===== config.mk =====
export PLATFORM = sky130hd
export DESIGN_NAME = gcd_lcm_unit
export DESIGN_NICKNAME = d
export VERILOG_FILES = /design/src/sv/glu_pkg.sv /design/src/sv/glu_dpath.sv /design/src/sv/glu_ctrl.sv /design/src/sv/gcd_lcm_unit.sv
export SDC_FILE = /design/constraint.sdc
export NUM_CORES = 1
export LEC_CHECK = 0
export BUFFER_PORTS_ARGS = -buffer_cell sky130_fd_sc_hd__buf_2
export CORE_UTILIZATION = 54
export CTS_CLUSTER_DIAMETER = 40
export DETAILED_ROUTE_END_ITERATION = 16
export PLACE_DENSITY = 0.72
export RECOVER_POWER = 50
export REMOVE_ABC_BUFFERS = 1
export SKIP_LAST_GASP = 1
export SLEW_MARGIN = 20
export SYNTH_ARGS = -nofsm -noshare
export SYNTH_HDL_FRONTEND = slang
export SYNTH_SLANG_ARGS = --single-unit

===== constraint.sdc =====
create_clock -name clock -period 7.7 [get_ports clock]
set_clock_uncertainty 0.1 [all_clocks]
set_input_delay 1.155 -clock clock [delete_from_list [all_inputs] [get_ports clock]]
set_output_delay 1.155 -clock clock [all_outputs]
set_load 0.005 [all_outputs]

===== src/sv/glu_pkg.sv =====
// Shared constants and controller/datapath interface types for gcd_lcm_unit
package glu_pkg;

   localparam int OPERAND_BITS = 16;
   localparam int RESULT_BITS  = 2 * OPERAND_BITS;
   localparam int SHIFT_BITS   = $clog2(OPERAND_BITS);

   typedef struct packed {
      logic load;
      logic gcd_step;
      logic div_load;
      logic div_step;
      logic mul_step;
   } glu_cmd_type;

   typedef struct packed {
      logic gcd_zero;
      logic div_last;
   } glu_sts_type;

endpackage


===== src/sv/glu_dpath.sv =====
// Datapath: binary GCD, restoring divider and final multiply
module glu_dpath
   import glu_pkg::*;
(
   input  logic                    clock,
   input  glu_cmd_type             cmd,
   output glu_sts_type             sts,
   input  logic [OPERAND_BITS-1:0] req_first_operand,
   input  logic [OPERAND_BITS-1:0] req_second_operand,
   output logic [OPERAND_BITS-1:0] rsp_common_divisor,
   output logic [RESULT_BITS-1:0]  rsp_common_multiple
);

   logic [OPERAND_BITS-1:0] a_ff, a_in, b_ff, b_in;
   logic [SHIFT_BITS-1:0]   k_ff, k_in;
   logic [OPERAND_BITS-1:0] n_ff, n_in, m_ff, m_in;
   logic [OPERAND_BITS-1:0] gcd_ff, gcd_in;
   logic [OPERAND_BITS-1:0] rem_ff, rem_in, quo_ff, quo_in;
   logic [SHIFT_BITS-1:0]   cnt_ff, cnt_in;
   logic [RESULT_BITS-1:0]  prod_ff, prod_in;
   logic [OPERAND_BITS:0]   rem_shift;
   logic [OPERAND_BITS-1:0] a_minus_b, b_minus_a;

   assign a_minus_b = a_ff - b_ff;
   assign b_minus_a = b_ff - a_ff;
   assign rem_shift = {rem_ff, quo_ff[OPERAND_BITS-1]};

   always_comb begin
      a_in    = a_ff;
      b_in    = b_ff;
      k_in    = k_ff;
      n_in    = n_ff;
      m_in    = m_ff;
      gcd_in  = gcd_ff;
      rem_in  = rem_ff;
      quo_in  = quo_ff;
      cnt_in  = cnt_ff;
      prod_in = prod_ff;
      if (cmd.load) begin
         n_in = req_first_operand;
         m_in = req_second_operand;
         k_in = '0;
         if (req_first_operand < OPERAND_BITS'(2)) begin
            a_in = OPERAND_BITS'(1);
            b_in = '0;
         end else begin
            a_in = req_first_operand;
            b_in = req_second_operand;
         end
      end
      if (cmd.gcd_step) begin
         if (!a_ff[0] && !b_ff[0]) begin
            a_in = a_ff >> 1;
            b_in = b_ff >> 1;
            k_in = k_ff + SHIFT_BITS'(1);
         end else if (!a_ff[0]) begin
            a_in = a_ff >> 1;
         end else if (!b_ff[0]) begin
            b_in = b_ff >> 1;
         end else if (a_ff >= b_ff) begin
            a_in = a_minus_b >> 1;
         end else begin
            b_in = b_minus_a >> 1;
         end
      end
      if (cmd.div_load) begin
         gcd_in = (a_ff | b_ff) << k_ff;
         rem_in = '0;
         quo_in = n_ff;
         cnt_in = SHIFT_BITS'(OPERAND_BITS - 1);
      end
      if (cmd.div_step) begin
         if (rem_shift >= {1'b0, gcd_ff}) begin
            rem_in = OPERAND_BITS'(rem_shift - {1'b0, gcd_ff});
            quo_in = {quo_ff[OPERAND_BITS-2:0], 1'b1};
         end else begin
            rem_in = rem_shift[OPERAND_BITS-1:0];
            quo_in = {quo_ff[OPERAND_BITS-2:0], 1'b0};
         end
         cnt_in = cnt_ff - SHIFT_BITS'(1);
      end
      if (cmd.mul_step) begin
         prod_in = RESULT_BITS'(quo_ff) * RESULT_BITS'(m_ff);
      end
   end

   always_ff @(posedge clock) begin
      a_ff    <= a_in;
      b_ff    <= b_in;
      k_ff    <= k_in;
      n_ff    <= n_in;
      m_ff    <= m_in;
      gcd_ff  <= gcd_in;
      rem_ff  <= rem_in;
      quo_ff  <= quo_in;
      cnt_ff  <= cnt_in;
      prod_ff <= prod_in;
   end

   assign sts.gcd_zero = (a_ff == '0) || (b_ff == '0);
   assign sts.div_last = (cnt_ff == '0);

   assign rsp_common_divisor  = gcd_ff;
   assign rsp_common_multiple = prod_ff;

endmodule


===== src/sv/glu_ctrl.sv =====
// Controller: sequences GCD, divide and multiply phases
module glu_ctrl
   import glu_pkg::*;
(
   input  logic        clock,
   input  logic        reset,
   input  logic        start,
   output logic        busy,
   output logic        rsp_valid,
   output glu_cmd_type cmd,
   input  glu_sts_type sts
);

   typedef enum logic [4:0] {
      ST_IDLE = 5'b00001,
      ST_GCD  = 5'b00010,
      ST_DIV  = 5'b00100,
      ST_MUL  = 5'b01000,
      ST_DONE = 5'b10000
   } glu_state_type;

   glu_state_type state_ff, state_in;

   always_comb begin
      state_in = state_ff;
      cmd      = '0;
      case (state_ff)
         ST_IDLE: begin
            if (start) begin
               cmd.load = 1'b1;
               state_in = ST_GCD;
            end
         end
         ST_GCD: begin
            if (sts.gcd_zero) begin
               cmd.div_load = 1'b1;
               state_in     = ST_DIV;
            end else begin
               cmd.gcd_step = 1'b1;
            end
         end
         ST_DIV: begin
            cmd.div_step = 1'b1;
            if (sts.div_last) begin
               state_in = ST_MUL;
            end
         end
         ST_MUL: begin
            cmd.mul_step = 1'b1;
            state_in     = ST_DONE;
         end
         ST_DONE: begin
            state_in = ST_IDLE;
         end
         default: begin
            state_in = ST_IDLE;
         end
      endcase
   end

   always_ff @(posedge clock) begin
      if (reset) begin
         state_ff <= ST_IDLE;
      end else begin
         state_ff <= state_in;
      end
   end

   assign busy      = (state_ff != ST_IDLE);
   assign rsp_valid = (state_ff == ST_DONE);

endmodule


===== src/sv/gcd_lcm_unit.sv =====
// Top level of gcd_lcm_unit: controller plus datapath
//
// Computes the greatest common divisor and least common multiple of two
// unsigned operands. A transfer is taken when start is high and busy is low;
// busy then stays high through the result strobe. The result appears on the
// rsp_ ports for exactly one cycle with rsp_valid high and is not held, so
// the receiver must capture it in that cycle. A transfer passes through the
// binary GCD loop (one shift or subtract per cycle, step count set by the
// operand bit lengths), the one-bit-per-cycle restoring divider, a multiply
// state and an output state. If the first operand is 0 or 1 the divisor is
// 1; if only the second operand is 0 the divisor is the first operand and
// the multiple is 0.
module gcd_lcm_unit
   import glu_pkg::*;
(
   input  logic                    clock,
   input  logic                    reset,
   input  logic                    start,
   output logic                    busy,
   input  logic [OPERAND_BITS-1:0] req_first_operand,
   input  logic [OPERAND_BITS-1:0] req_second_operand,
   output logic                    rsp_valid,
   output logic [OPERAND_BITS-1:0] rsp_common_divisor,
   output logic [RESULT_BITS-1:0]  rsp_common_multiple
);

   glu_cmd_type cmd;
   glu_sts_type sts;

   glu_ctrl u_ctrl (
      .clock     (clock),
      .reset     (reset),
      .start     (start),
      .busy      (busy),
      .rsp_valid (rsp_valid),
      .cmd       (cmd),
      .sts       (sts)
   );

   glu_dpath u_dpath (
      .clock               (clock),
      .cmd                 (cmd),
      .sts                 (sts),
      .req_first_operand   (req_first_operand),
      .req_second_operand  (req_second_operand),
      .rsp_common_divisor  (rsp_common_divisor),
      .rsp_common_multiple (rsp_common_multiple)
   );

endmodule


==> metrics.txt <==
status=finished, violations left; failing checks=max-capacitance violations, max-slew violations; DR WL/cell=around 18 um; CTS root buffer=clkbuf_16; Initial DRC Count=a little under 1000; core area=around 32000 um2; # DRC=0; top post-synthesis cells by count=inv_1, nand2_1, fa_1; Final HPWL DP=33300 um; Cell Area, Synth=roughly 18000 um2; Post-Syn Instances=1879; max_cap viols=1; pin count of the biggest net entering global routing=53; min-delay worst type=reg -> reg; Final Hold Fails=0; num rows=between 60 and 70; synthesized area per cell=approximately 9.3 um2; clock buffer depth=2; Die Wd=approximately 180 um; top_reg_cell synth=edfxtp_1; Routability Congestion=0.961; WS Path Type=reg -> reg; Setup violations, final=0; critical-path cell list=and2_1 > fa_1 > inv_1 > fa_1 > fa_1 > fa_1 > inv_1 > fa_1 > inv_1 > fa_1 > inv_1 > ha_1 > a21oi_1 > a41oi_1 > o211ai_1 > a2111oi_0 > o21ai_1 > a31oi_1 > o21ai_1 > a21oi_1 > xnor2_1; flops & latches, synth=~160; setup TNS=0 ns; critical path's slowest cell=edfxtp_1; port buffer count=84; share of layout cells above drive strength 1=about 6.5%; grt ovf=0; max frequency=between 100 and 150 MHz; Yosys top cell by area=fa_1; Post CTS Setup Buffer Count=0; GR Layer Usage met1=36.9%; first-pass GRT wire length=just under 70000 um; sequential cell area fraction in the yosys report=around a quarter; startpoint types=flop; fin crit period=between 7 and 8 ns; H-Tree Level Count=4; Critical Path RT=~7.8 ns; # nets final=~2300; cts hold-fix bufs=0; Vias/cell=approximately 5.7; met2 usage=a little over two fifths; Async SR Flop Fraction=0%; GRT Max-Usage Layer=met2; Worst Path Max Fanout=17; largest cells by area after synthesis=fa_1, edfxtp_1, ha_1; Fillers=between 2000 and 3000; # IOs=85; Routed Antenna Nets=0; WL final=roughly 42000 um; post-synth top area share=22.5%; CP endpoint kind=flop; Initial Utilization=a little under three fifths; clk_lat worst skew=about 0.45 ns; all-layer global routing usage=26.3%; die area=between 30000 and 40000 um2; fin. max-slew vios=33; TritonCTS Sinks=between 150 and 200; count leader, synth=inv_1; P&R area growth vs syn=7.22%; GR Util met3=around 3.5%; Pre-antenna DRT Iters=6; Worst slew margin=-35.3%; CP max stage delay=0.67 ns; worst slew pin tran=between 2 and 2.5 ns; antenna violations before repair=1; number of synthesized flops with an enable pin=between 100 and 150; Clock transition at path regs=0.08 ns; vias in the first global route=between 10000 and 15000; Worst EP arrival=slightly above 7 ns; die height=between 150 and 200 um; Resized cells post-CTS=0; total of warnings raised by yosys=0; Distinct cells, synth=83; CTS buffer count=17; via count=13300; Worst path most repeated cell=fa_1; period utilization=between 90% and 100%; TritonCTS clock tree=built; unrepaired setup endpoints after global routing=no
-- critical path: cells and delay by family (launching register included) --
| family | cells | cell delay, ns |
|---|---|---|
| buffers and inverters | 4 | 0.19 |
| xor gates and xnor gates | 1 | 0.09 |
| adders and majority gates | 7 | 3.36 |
| AOI/OAI and AO/OA | 8 | 2.02 |
| DFF | 1 | 0.67 |
| and+or+nand+nor | 1 | 0.31 |
-- metrics by stage --
stage          setup WS, ns  hold WS (ns)  instance area (um2)  cells  utilization, %
2_1_floorplan          1.51         0.370                17200   1806               -
3_3_place_gp          0.971         0.394                18300   2307            57.6
3_5_place_dp          0.799         0.398                18300   2307            57.6
4_1_cts               0.762         0.410                18900   2339            59.5
5_1_grt               0.360         0.425                18800   2340            59.3
6_report              0.681         0.409                18800   2340            59.3
-- worst paths after layout --
check	start	to	slack, ns	cells after the start
max	u_dpath.quo_ff[7]	u_dpath.rsp_common_multiple[31]	0.68	21
min	u_dpath.n_ff[10]	u_dpath.quo_ff[10]	0.41	2
max reg2reg	u_dpath.quo_ff[7]	u_dpath.rsp_common_multiple[31]	0.68	21
min reg2reg	u_dpath.n_ff[10]	u_dpath.quo_ff[10]	0.41	2
-- registers in the layout, summed over array words and instances (netlist names) --
signal                       count
u_dpath.rsp_common_divisor      16
u_dpath.b_ff                    16
u_dpath.quo_ff                  16
u_dpath.rem_ff                  16
u_dpath.m_ff                    16
u_dpath.rsp_common_multiple     32
u_dpath.k_ff                     4
u_dpath.a_ff                    16
u_ctrl.state_ff                  5
u_dpath.cnt_ff                   4
u_dpath.n_ff                    16
-- metal layers --
metal | vias up | wire length [um] | share of wire [%]
li1 | 6243 | - | -
met1 | 6571 | 19400 | 46
met2 | 452 | 19700 | 46
met3 | 60 | 2520 | 5.9
met4 | 0 | 826 | 1.9
met5 | - | 0 | 0
-- layout make-up --
| type | instances | area (um2) | share of cell area (%) |
|---|---|---|---|
| Antenna cell | 1 | 2.50 | 0.0133 |
| Inverter | 299 | 1120 | 5.97 |
| Multi-Input combinational cell | 1350 | 11800 | 62.7 |
| Timing Repair Buffer | 99 | 463 | 2.46 |
| Sequential cell | 157 | 4300 | 22.9 |
| Tap cell | 402 | 503 | 2.68 |
| Clock buffer | 17 | 425 | 2.26 |
| Clock inverter | 15 | 194 | 1.03 |
-- cell families (layout without fill, tap and decap cells) --
family | count (synthesis) | count (layout) | share of synthesized area (%)
multiplexers | 28 | 28 | 1.78
other | 0 | 1 | 0
AND/OR/NAND/NOR | 619 | 619 | 16.5
AO/OA/AOI/OAI | 269 | 269 | 11.0
flip-flops | 157 | 157 | 24.5
adder cells (fa/ha/maj) | 366 | 366 | 34.5
XOR/XNOR | 68 | 68 | 3.40
buffers and inverters | 372 | 430 | 8.19
-- placed cells by master (no fill, tap or decap), types with 6 or more instances in the layout --
cell type  netlist  routed
inv_1          294     293
nand2_1        274     274
fa_1           197     197
ha_1           169     169
and2_1         123     120
edfxtp_1       116     116
nor2_1         108     109
a21oi_1         66      66
xnor2_1         55      55
clkbuf_1        62      50
dfxtp_1         41      41
buf_2            5      37
o21ai_0         35      35
nor3_1          23      23
mux2i_1         21      21
nand3_1         18      18
a22oi_1         17      17
clkbuf_16        0      17
o22ai_1         14      14
nor4_1          14      14
a21o_1          13      13
a31oi_1         13      13
xor2_1          13      13
nor2b_1         12      12
buf_4            1      12
o21bai_1         9       9
a211oi_1         9       9
nand4_1          8       8
o21a_1           7       7
or3_1            7       7
o31ai_1          7       7
nand2b_1         7       7
o221ai_2         7       7
a32oi_1          7       7
or2_2            7       6
o21ai_1          6       6
Power is left out: the tool's default activity adds up to more than one toggle a clock period on the data nets, which glitch-free logic cannot reach.
